<file path="src/sv/podu_pkg.sv">
// shared types, codes and dot packing functions of the planar octet draw unit
package podu_pkg;

  // access codes
  localparam logic [1:0] OP_READ  = 2'd0;
  localparam logic [1:0] OP_WRITE = 2'd1;
  localparam logic [1:0] OP_PEEK  = 2'd2;

  // register indexes
  localparam logic [2:0] REG_COLOUR = 3'd0;
  localparam logic [2:0] REG_BG_LOW = 3'd1;
  localparam logic [2:0] REG_BG_HIGH = 3'd2;
  localparam logic [2:0] REG_OCTET = 3'd3;
  localparam logic [2:0] REG_MASK = 3'd4;

  localparam int unsigned NUM_PLANES = 3;
  localparam int unsigned NUM_DOTS = 8;

  typedef logic [NUM_DOTS-1:0] plane_byte_t;
  typedef plane_byte_t [NUM_PLANES-1:0] planes_t;

  // input beat
  typedef struct packed {
    logic [1:0]  operation;
    logic [2:0]  reg_index;
    logic        byte_access;
    logic        byte_lane;
    logic [15:0] write_data;
    logic [15:0] screen_address;
    logic [7:0]  plane_zero_byte;
    logic [7:0]  plane_one_byte;
    logic [7:0]  plane_two_byte;
  } podu_in_t;

  // result beat
  typedef struct packed {
    logic [15:0] read_result;
    logic [2:0]  plane_write_enables;
    logic [15:0] plane_write_address;
    logic [7:0]  plane_zero_out;
    logic [7:0]  plane_one_out;
    logic [7:0]  plane_two_out;
  } podu_out_t;

  // spread the nibble dots of the two background words over three plane bytes
  function automatic planes_t bg_to_planes(input logic [15:0] lo, input logic [15:0] hi);
    planes_t pl;
    logic [31:0] both;
    both = {hi, lo};
    for (int k = 0; k < NUM_DOTS; k++) begin
      for (int p = 0; p < NUM_PLANES; p++) begin
        pl[p][k] = both[k*4 + p];
      end
    end
    return pl;
  endfunction

  // gather three plane bytes back into nibble dots, upper nibble bit clear
  function automatic logic [31:0] planes_to_bg(input planes_t pl);
    logic [31:0] both;
    both = '0;
    for (int k = 0; k < NUM_DOTS; k++) begin
      for (int p = 0; p < NUM_PLANES; p++) begin
        both[k*4 + p] = pl[p][k];
      end
    end
    return both;
  endfunction

endpackage

</file>
<file path="src/sv/podu_exec.sv">
// register file and draw datapath: one access per fire, result combinational
module podu_exec import podu_pkg::*; (
  input  logic      clk,
  input  logic      rst,
  input  logic      fire,
  input  podu_in_t  item,
  output podu_out_t result
);

  logic [2:0]  fg_colour;
  logic [15:0] bg_low_word;
  logic [15:0] bg_high_word;
  logic [7:0]  last_octet;
  logic [2:0]  plane_inhibit;

  logic [2:0]  fg_colour_next;
  logic [15:0] bg_low_word_next;
  logic [15:0] bg_high_word_next;
  logic [7:0]  last_octet_next;
  logic [2:0]  plane_inhibit_next;

  logic [15:0] wval;
  logic [15:0] rword;
  logic [7:0]  octet;
  logic [31:0] packed_bg;
  planes_t     scr;
  planes_t     bgpl;
  planes_t     drawn;
  planes_t     newb;
  logic [2:0]  en;
  logic        is_read;
  logic        draw;

  // write value as placed on its lane
  always_comb begin
    if (item.byte_access) begin
      wval = item.byte_lane ? {item.write_data[7:0], 8'h00} : {8'h00, item.write_data[7:0]};
    end else begin
      wval = item.write_data;
    end
  end

  assign scr[0]    = item.plane_zero_byte;
  assign scr[1]    = item.plane_one_byte;
  assign scr[2]    = item.plane_two_byte;
  assign packed_bg = planes_to_bg(scr);
  assign octet     = wval[7:0];
  assign bgpl      = bg_to_planes(bg_low_word, bg_high_word);
  assign is_read   = (item.operation == OP_READ) || (item.operation == OP_PEEK);
  assign draw      = (item.operation == OP_WRITE) && (item.reg_index == REG_OCTET);

  // draw: set octet bits take the foreground colour
  always_comb begin
    for (int p = 0; p < NUM_PLANES; p++) begin
      drawn[p] = (bgpl[p] & ~octet) | (fg_colour[p] ? octet : 8'h00);
      en[p]    = draw && !plane_inhibit[p];
      newb[p]  = en[p] ? drawn[p] : 8'h00;
    end
  end

  // register read mux
  always_comb begin
    case (item.reg_index)
      REG_COLOUR:  rword = {13'd0, fg_colour};
      REG_BG_LOW:  rword = bg_low_word;
      REG_BG_HIGH: rword = bg_high_word;
      REG_MASK:    rword = {13'd0, plane_inhibit};
      default:     rword = 16'h0000;
    endcase
  end

  // result fields
  always_comb begin
    result = '0;
    if (is_read) begin
      if (item.byte_access) begin
        result.read_result = item.byte_lane ? {8'h00, rword[15:8]} : {8'h00, rword[7:0]};
      end else begin
        result.read_result = rword;
      end
    end
    result.plane_write_enables = en;
    result.plane_write_address = draw ? item.screen_address : 16'h0000;
    result.plane_zero_out      = newb[0];
    result.plane_one_out       = newb[1];
    result.plane_two_out       = newb[2];
  end

  // state update
  always_comb begin
    fg_colour_next     = fg_colour;
    bg_low_word_next   = bg_low_word;
    bg_high_word_next  = bg_high_word;
    last_octet_next    = last_octet;
    plane_inhibit_next = plane_inhibit;
    if (item.operation == OP_WRITE) begin
      case (item.reg_index)
        REG_COLOUR:  fg_colour_next = wval[2:0];
        REG_BG_LOW:  bg_low_word_next = wval;
        REG_BG_HIGH: bg_high_word_next = wval;
        REG_OCTET:   last_octet_next = octet;
        REG_MASK:    plane_inhibit_next = wval[2:0];
        default: begin
        end
      endcase
    end else if (item.operation == OP_READ && item.reg_index == REG_OCTET) begin
      bg_low_word_next  = packed_bg[15:0];
      bg_high_word_next = packed_bg[31:16];
    end
  end

  always_ff @(posedge clk) begin
    if (rst) begin
      fg_colour     <= '0;
      bg_low_word   <= '0;
      bg_high_word  <= '0;
      last_octet    <= '0;
      plane_inhibit <= '0;
    end else if (fire) begin
      fg_colour     <= fg_colour_next;
      bg_low_word   <= bg_low_word_next;
      bg_high_word  <= bg_high_word_next;
      last_octet    <= last_octet_next;
      plane_inhibit <= plane_inhibit_next;
    end
  end

endmodule

</file>
<file path="src/sv/planar_octet_draw_unit_core.sv">
// top level of the planar octet draw unit: input register, datapath, result register
//
//   channel | direction | handshake       | payload
//   in      | input     | in_valid/stall  | podu_in_t  access beat
//   out     | output    | out_valid/stall | podu_out_t result beat
//
// one beat per cycle sustained while out_stall is low.
// the input register feeds the datapath, whose result lands in the result register.
// rst (synchronous) clears the valid flags and exec registers and empties both stages.
// out_stall holds the result register; the input register then fills and in_stall rises.
module planar_octet_draw_unit_core import podu_pkg::*; (
  input  logic      clk,
  input  logic      rst,
  input  logic      in_valid,
  output logic      in_stall,
  input  podu_in_t  in_data,
  output logic      out_valid,
  input  logic      out_stall,
  output podu_out_t out_data
);

  logic      s1_valid;
  podu_in_t  s1_item;
  logic      s1_fire;
  logic      out_free;
  podu_out_t result;

  assign out_free = !out_valid || !out_stall;
  assign s1_fire  = s1_valid && out_free;
  assign in_stall = s1_valid && !out_free;

  // input register
  always_ff @(posedge clk) begin
    if (rst) begin
      s1_valid <= 1'b0;
    end else if (!in_stall) begin
      s1_valid <= in_valid;
    end
  end

  always_ff @(posedge clk) begin
    if (!in_stall && in_valid) begin
      s1_item <= in_data;
    end
  end

  podu_exec u_exec (
    .clk    (clk),
    .rst    (rst),
    .fire   (s1_fire),
    .item   (s1_item),
    .result (result)
  );

  // result register
  always_ff @(posedge clk) begin
    if (rst) begin
      out_valid <= 1'b0;
    end else if (out_free) begin
      out_valid <= s1_valid;
    end
  end

  always_ff @(posedge clk) begin
    if (s1_fire) begin
      out_data <= result;
    end
  end

endmodule

</file>
<file path="config.mk">
export PLATFORM = sky130hd
export DESIGN_NAME = planar_octet_draw_unit_core
export DESIGN_NICKNAME = d
export VERILOG_FILES = /design/src/sv/podu_pkg.sv /design/src/sv/podu_exec.sv /design/src/sv/planar_octet_draw_unit_core.sv
export SDC_FILE = /design/constraint.sdc
export NUM_CORES = 1
export LEC_CHECK = 0
export ABC_AREA = 1
export BUFFER_PORTS_ARGS = -buffer_cell sky130_fd_sc_hd__buf_2
export CAP_MARGIN = 30
export CORE_ASPECT_RATIO = 0.5
export CORE_UTILIZATION = 50
export CTS_BUF_LIST = sky130_fd_sc_hd__clkbuf_8
export DETAILED_ROUTE_END_ITERATION = 10
export GPL_TIMING_DRIVEN = 0
export PLACE_DENSITY = 0.73
export SYNTH_ARGS = -nofsm -noshare
export SYNTH_HDL_FRONTEND = slang
export SYNTH_SLANG_ARGS = --single-unit
</file>
<file path="constraint.sdc">
create_clock -name clk -period 5.69 [get_ports clk]
set_input_delay 0.8535 -clock clk [delete_from_list [all_inputs] [get_ports clk]]
set_output_delay 0.8535 -clock clk [all_outputs]
set_load 0.01 [all_outputs]
</file>
; ---- Yosys cells after proc, flatten, opt, wreduce, memory -nomap -nowiden
; Index checks and enable logic that the tools add are counted.
[op_classes]
eq_ne = 8
mux = 14
bitwise_logic = 7
n_reduce_logical = 24
[ops]
columns = operator, count
row1 = $mux W16, 9
row2 = $pmux W16 S4, 1
row3 = $mux W8, 4
row4 = $and A8 B8 Y8, 3
row5 = $or A8 B8 Y8, 3
row6 = $reduce_and A3 Y1, 4
row7 = $logic_and A1 B1 Y1, 8
row8 = $not A8 Y8, 1
row9 = $logic_not A1 Y1, 7
row10 = $eq A3 B2 Y1 const B, 2
row11 = $ne A2 B2 Y1 const B, 2
row12 = $eq A3 B1 Y1 const B, 1
row13 = $eq A3 B3 Y1 const B, 1
row14 = $logic_not A3 Y1, 1
row15 = $eq A2 B1 Y1 const B, 1
row16 = $eq A2 B2 Y1 const B, 1
row17 = $logic_not A2 Y1, 1
row18 = $logic_or A1 B1 Y1, 2
row19 = $reduce_bool A2 Y1, 1
[totals]
ff_bits = 162
out_inout_bits = 61
elab_cells = 74

; ---- Logic depth before layout (Yosys ltp)
; Gate-level depths: netlist of run 1.
[depth]
ltp_word = 6
ltp_mapped = 10
depth_no_buf = 10

; ---- Cells and area by module
; A second synthesis of run 1 with hierarchy kept.
[unflattened]
cells_unflattened = 663
area_unflattened_um2 = 6805.3
[by_module_without_submodules]
columns = mod, instances, cells_per_inst, area_each_um2, seq_area_each_um2
row1 = planar_octet_draw_unit_core, 1, 134, 3754.9, 3703.6
row2 = podu_exec, 1, 529, 3050.4, 760.7

; ---- Worst setup path after synthesis of run 1
; No wires, ideal clock.
[synth_timing]
path_kind = in2reg
from = input port out_stall
to = register s1_item[0] (netlist name) (enable)
setup_ns = 0.417
t_arrival_ns = 2.372
t_required_ns = 5.273
path_slack_ns = 2.901
path_stages = 5
n_path_buf = 0
cell_sequence = nand2_1 nor2_1 inv_1 nand2_1 inv_1
[synth_via]
elab_chain_len = 6
[synth_rtl]
columns = item, line
row1 = from (decl), planar_octet_draw_unit_core.sv:18  ; input logic out_stall,
row2 = $logic_not A1 Y1, planar_octet_draw_unit_core.sv:28  ; assign out_free = !out_valid || !out_stall;
row3 = $logic_or A1 B1 Y1, planar_octet_draw_unit_core.sv:28
row4 = $logic_not A1 Y1, planar_octet_draw_unit_core.sv:30  ; assign in_stall = s1_valid && !out_free;
row5 = $logic_and A1 B1 Y1, planar_octet_draw_unit_core.sv:30
row6 = via in_stall, planar_octet_draw_unit_core.sv:15  ; output logic in_stall,
row7 = $logic_not A1 Y1, planar_octet_draw_unit_core.sv:42  ; if (!in_stall && in_valid) begin
row8 = $logic_and A1 B1 Y1, planar_octet_draw_unit_core.sv:42
row9 = to (signal assigned), planar_octet_draw_unit_core.sv:43  ; s1_item <= in_data;
row10 = to (decl), planar_octet_draw_unit_core.sv:23  ; podu_in_t s1_item;
; The timed path passes the listed nets, and every way through them passes these cells.
; A chain may end at the register's enable or synchronous reset.

; ---- Final worst setup path of run 1
[layout_timing]
from = input port out_stall
to = register u_exec.bg_low_word[12]
[layout_via]
elab_chain_len = 4
[layout_rtl]
columns = item, line
row1 = $logic_not A1 Y1, planar_octet_draw_unit_core.sv:28
row2 = $logic_or A1 B1 Y1, planar_octet_draw_unit_core.sv:28
row3 = $logic_and A1 B1 Y1, planar_octet_draw_unit_core.sv:29  ; assign s1_fire = s1_valid && out_free;
row4 = via s1_fire, planar_octet_draw_unit_core.sv:24  ; logic s1_fire;
row5 = $reduce_and A3 Y1 (no line), n/a
row6 = to (signal assigned), podu_exec.sv:121  ; bg_low_word <= bg_low_word_next;
row7 = to (decl), podu_exec.sv:11  ; logic [15:0] bg_low_word;
; The timed path passes the listed nets, and every way through them passes these cells.

==> run metrics, run 1 <==
status=completed; Initial Util=51.9%; Final Cell Area=7910 um2; reg-to-reg critical path endpoint=u_exec.bg_low_word[12]; most frequent cells in the layout=nand2_1, buf_2, edfxtp_1, nor2_1, a21oi_1; final worst setup slack=3.39 ns; area grow syn2layout=18.9%; Antenna Cells=0; mux cell area share after synthesis=0%; RSZ-0062 raised after global routing=false; DPL Wire Length=11.4 mm; drt first pass iters=5; final wirelength=15.7 mm; GPL Wtd Cong=0.885; Worst Tran Pin Value=0.738 ns; post-place setup slack=2.96 ns; pwr dens=294 nW/um2; peak supply drop=0.000149 V; Clock Latency Late Sink=0.45 ns; data arrival time of the critical path=2.64 ns; Hold WS=0.468 ns; number of global-route vias before repair=4600; row cnt=29; cell area after synthesis=6650 um2; Crit Path Class=in -> reg; Vias=4992; CTS Hold Bufs=0; commonest non-fill, non-tap cell in the layout=nand2_1; core area=12800 um2; worst hold endpoint=u_exec.bg_low_word[3]; Power, Total=2.32 mW; Cell Area, Placed=7540 um2; Ports=128; Pleak=3.25 nW; Final Hold Viols=0; initial antenna violation count=0; Detailed Route Iter0 Violations=495; final setup vio count=0; first-pass GRT wire length=24.3 mm; compound-cell area share of the yosys netlist=6.60%; slew margin rel.=50.8%; Max Slew Vio Count=0; share of cells above drive strength 1=25.7%; H-tree depth=4; CTS max path bufs=2; setup tns final=0 ns; Setup crit start kind=input pin; Final min period=2.30 ns; Unique masters post-synth=25; Adder-Cell Fraction of Synth Area=0%; Routed wire per std cell=15.8 um; Post-route DRC=0; xor and xnor area share after synthesis=0%; Final Cycle Share=40.4%; Reg2Reg Depth=9; Avg Cell Area, Syn=10.0 um2; register area share after synthesis=67.1%; Post-Syn Nets=732; flops & latches, synth=162; reg-to-reg startpoint=out_valid; max-cap violation count=0; Max FO, Critical Path=32; Worst R2R Setup Slack=3.57 ns; Worst-path clk slew=0.09 ns; hold path cells=2; required time of the critical path=6.03 ns; Hold Path Origin=u_exec.bg_low_word[3]; Post-Syn Instances=665; CTS Buf Count=17; DR vias/cell=5.01; final core occ=61.8%; CTS resizes=0; final net count=880; Tightest Hold Check Type=reg -> reg; critical path capture point type=flop; Antenna Violating Nets Remaining=0; Clock Root Buffer=clkbuf_8; Die Y=83.6 um; GRT overflow=0; DIE WIDTH=165 um; placed cell count=964; CTS tree=built; Yosys Warn Count=0; Max Clk Rate=435 MHz; Non-Filler Instances=996; Post-CTS Setup Repair Bufs=0; post-synthesis simple-gate area fraction=20.3%; clk sinks=162; pin count of the biggest net entering global routing=41; Die ar.=13800 um2; All-Layer GR Usage=23.9%; Final Skew=0.00959 ns; largest family of logic cells by synthesized area=simple AND/OR/NAND/NOR gates; number of buffers added on ports=127
==> synth_stat cells (all sizes together) <==
library cell	instances	share of area (%)
nand3	28	2.3
o21ai	25	1.9
dfxtp	40	12
clkinv	3	0.19
or2	1	0.094
nand2	197	12
inv	64	3.6
buf	18	1.8
edfxtp	122	55
nor3	2	0.30
clkbuf	7	0.40
nor2	90	5.5
a21oi	62	4.7
nand4	6	0.56
==> layout make-up <==
class | instances | area (um2)
tap | 170 | 213
timing repair buffer | 129 | 676
multi-input combinational | 411 | 1790
clock inverter | 14 | 124
fill | 1089 | 4900
clock buffer | 18 | 248
buffer | 25 | 144
inverter | 67 | 253
sequential | 162 | 4460
==> how the worst max path moves through the flow <==
stage / start / endpoint / slack [ns] / cells past startpoint
2_1_floorplan: out_stall / s1_item[0] / 2.90 / 5
3_3_place_gp: out_stall / s1_item[33] / 2.25 / 6
3_5_place_dp: out_stall / u_exec.bg_low_word[8] / 2.96 / 10
4_1_cts: out_stall / u_exec.bg_low_word[8] / 3.43 / 10
5_1_grt: out_stall / u_exec.bg_low_word[12] / 3.24 / 10
6_report: out_stall / u_exec.bg_low_word[12] / 3.39 / 10
==> sequential cells by signal, summed over array words and instances, names as in the netlist <==
name and flops:
s1_item 63, out_data 59, u_exec.bg_high_word 16, u_exec.bg_low_word 16
u_exec.fg_colour 3, u_exec.plane_inhibit 3, out_valid 1, s1_valid 1
==> per-layer routing <==
layer	vias to the layer above	share of wire (%)	global-route usage (%)
met1	2260	48	35.9
met2	237	42	34.8
met3	15	9.0	5.12
met4	0	0.87	6.67
li1	2480	-	-
met5	-	0	0
==> cell families after synthesis <==
family / Yosys count
flip-flops: 162
AO/OA/AOI/OAI: 87
AND/OR/NAND/NOR: 324
buffers and inverters: 92
==> worst max-delay path, stage by stage <==
cell and delay (ns):
buf_2 0.09, nand2_1 0.10, nand2_1 0.17, inv_2 0.59, nand2_2 0.16, inv_2 0.15, nand2_4 0.09, buf_6 0.16
nor2_1 0.18, nor2_1 0.07
==> power breakdown <==
part	leakage (nW)	internal (mW)	switching [mW]
logic	1.57	0.0623	0.123
clock network	0.184	0.327	0.462
registers	1.50	1.32	0.0245
total	3.25	1.71	0.609
Note: power is estimated with default switching activity, not from simulation.
==> run 2, diff against run 1 <==
==> constraint.sdc (replaced) <==
create_clock -name clk -period 2.16 [get_ports clk]
set_input_delay 0.324 -clock clk [delete_from_list [all_inputs] [get_ports clk]]
set_output_delay 0.324 -clock clk [all_outputs]
set_load 0.01 [all_outputs]
==> run metrics, run 2 (synthesis gave the netlist of run 1 again) <==
status=completed; Int Pwr=4.57 mW (+170%); Tightest Hold Check Type=in -> reg; clk sinks=162 (unchanged); final core occ=61.8% (unchanged); H-tree depth=4 (unchanged); Clk pwr share=34.1% (about the same); final setup vio count=0 (unchanged); delay of the slowest cell on the worst path=0.51 ns (-0.08 ns); data arrival time of the critical path=2.27 ns (-0.37 ns); pin count of the biggest net entering global routing=44 (+7.3%); most frequent cells in the layout=nand2_1, buf_2, edfxtp_1, nor2_1, a21oi_1; Worst R2R Setup Slack=0.23 ns (-3.34 ns); slowest CP cell=inv_2; CP cell instances=nand2_1 > nand2_1 > inv_2 > nand2_2 > inv_2 > nand2_4 > buf_6 > nor2_1 > nor2_1; Clock Latency Late Sink=0.44 ns (about the same); CTS resizes=0 (unchanged); Max Clk Rate=518 MHz; DIE WIDTH=165 um (unchanged); final net count=880 (unchanged); Final Cycle Share=89.4%; DPL Wire Length=11.4 mm (+0.32%); reg-to-reg startpoint=out_valid; pwr dens=776 nW/um2 (+160%); Worst Tran Pin Value=0.615 ns (-0.123 ns); max-cap violation count=0 (unchanged); peak supply drop=0.000388 V (+160%); commonest non-fill, non-tap cell in the layout=nand2_1; Setup crit start kind=flop; CP startpoint=out_valid; Clock Root Buffer=clkbuf_8; Post-CTS Setup Repair Bufs=0 (unchanged); Detailed Route Iter0 Violations=573 (+16%); Regs by FF count=s1_item x63, out_data x59; Worst-path clk slew=0.09 ns (about the same); critical path capture point type=flop; CTS Buf Count=17 (unchanged); Die ar.=13800 um2 (unchanged); drt first pass iters=5 (unchanged); Pleak=3.24 nW (-0.50%); Antenna Violating Nets Remaining=0 (unchanged); Max Slew Vio Count=0 (unchanged); share of cells above drive strength 1=25.4% (-0.24 points); required time of the critical path=2.50 ns (-3.53 ns); number of global-route vias before repair=4509 (-2.0%); CTS Hold Bufs=0 (unchanged); area grow syn2layout=18.9% (unchanged); CTS max path bufs=2 (unchanged); most flop-heavy register=s1_item; core area=12800 um2 (unchanged); first-pass GRT wire length=23.9 mm (-1.6%); Crit Path Class=reg -> reg; RSZ-0062 raised after global routing=false; Final Hold Viols=0 (unchanged); number of buffers added on ports=127 (unchanged); CTS tree=built; combinational share of power=8.0% (about the same); All-Layer GR Usage=23.6% (-0.27 points); Ports=128 (unchanged); WP buf/inv=3 (-1); Max FO, Critical Path=25 (-22%); Die Y=83.6 um (unchanged); Cell Area, Placed=7540 um2 (about the same); Setup crit end=u_exec.bg_low_word[12]; Post-route DRC=0 (unchanged); Routed wire per std cell=15.7 um (-0.39%); CP Depth=9 (-1); row cnt=29 (unchanged); Switching Share=25.5% (-0.75 points); Final min period=1.93 ns; Vias=4959 (-0.66%); reg-to-reg critical path endpoint=u_exec.bg_low_word[12]; Initial Util=51.9% (unchanged); slew margin rel.=58.9% (+8.2 points); Sequential Power Share=57.9% (-0.2 points); GPL Wtd Cong=0.878 (-0.78%); Antenna Cells=0 (unchanged); number of flip-flops in the largest register=63 (unchanged); final wirelength=15.7 mm (-0.39%); initial antenna violation count=0 (unchanged); Filler Cell Count=1112 (+2.1%); Final Cell Area=7910 um2 (unchanged); Final Skew=0.0108 ns (+0.00120 ns); crit-path leading delay family=buffers and inverters; Reg2Reg Depth=9 (unchanged); GRT overflow=0 (unchanged); DR vias/cell=4.98 (-0.66%); sw power=1.56 mW (+160%)
## run 2: layer usage
metal	GRT usage [%]	share of wire, %	up-vias	wire (um)
met5	0	0	-	0
met4	6.67	0.93	0	145
met3	5.91	10	16	1560
met2	33.4	42	228	6560
met1	35.8	47	2239	7390
li1	-	-	2476	-
## run 2: how the worst min path moves through the flow
stage / cells past startpoint / end / from
after global placement: 2 / u_exec.bg_low_word[7] / u_exec.bg_low_word[7]
after floorplan: 0 / s1_item[0] / in_data[0]
final: 1 / s1_item[6] / in_data[6]
after global routing: 1 / s1_item[53] / in_data[53]
after detailed placement: 2 / u_exec.bg_low_word[3] / u_exec.bg_low_word[3]
after CTS: 1 / s1_item[53] / in_data[53]
## run 2: power by group through the flow
stage	registers (mW)	clock network (mW)	logic, mW
after CTS	3.55	2.13	0.488
after floorplan	3.63	0	0.256
after detailed placement	3.62	0	0.486
after global routing	3.57	2.25	0.540
after global placement	3.62	0	0.467
final	3.55	2.10	0.488
## run 2: layout make-up
cell class                      count  area (um2)  share of cell area (%)
Sequential cell                   162        4460                    56.4
Multi-Input combinational cell    411        1790                    22.6
Timing Repair Buffer              129         676                    8.54
Inverter                           67         256                    3.24
Clock buffer                       17         234                    2.96
Tap cell                          170         213                    2.69
Buffer                             25         144                    1.82
Clock inverter                     15         134                    1.69
## run 2: through the flow
step | hold slack [ns] | power, mW | setup TNS (ns) | instances | setup slack, ns
after floorplan | 0.423 | 3.89 | 0 | 665 | 0.00597
after global placement | 0.448 | 4.09 | -32.18 | 962 | -0.380
after detailed placement | 0.453 | 4.11 | 0 | 964 | 0.115
after CTS | 0.0220 | 6.17 | 0 | 996 | 0.227
after global routing | 0.0176 | 6.36 | 0 | 996 | 0.0534
final | 0.0508 | 6.14 | 0 | 996 | 0.228
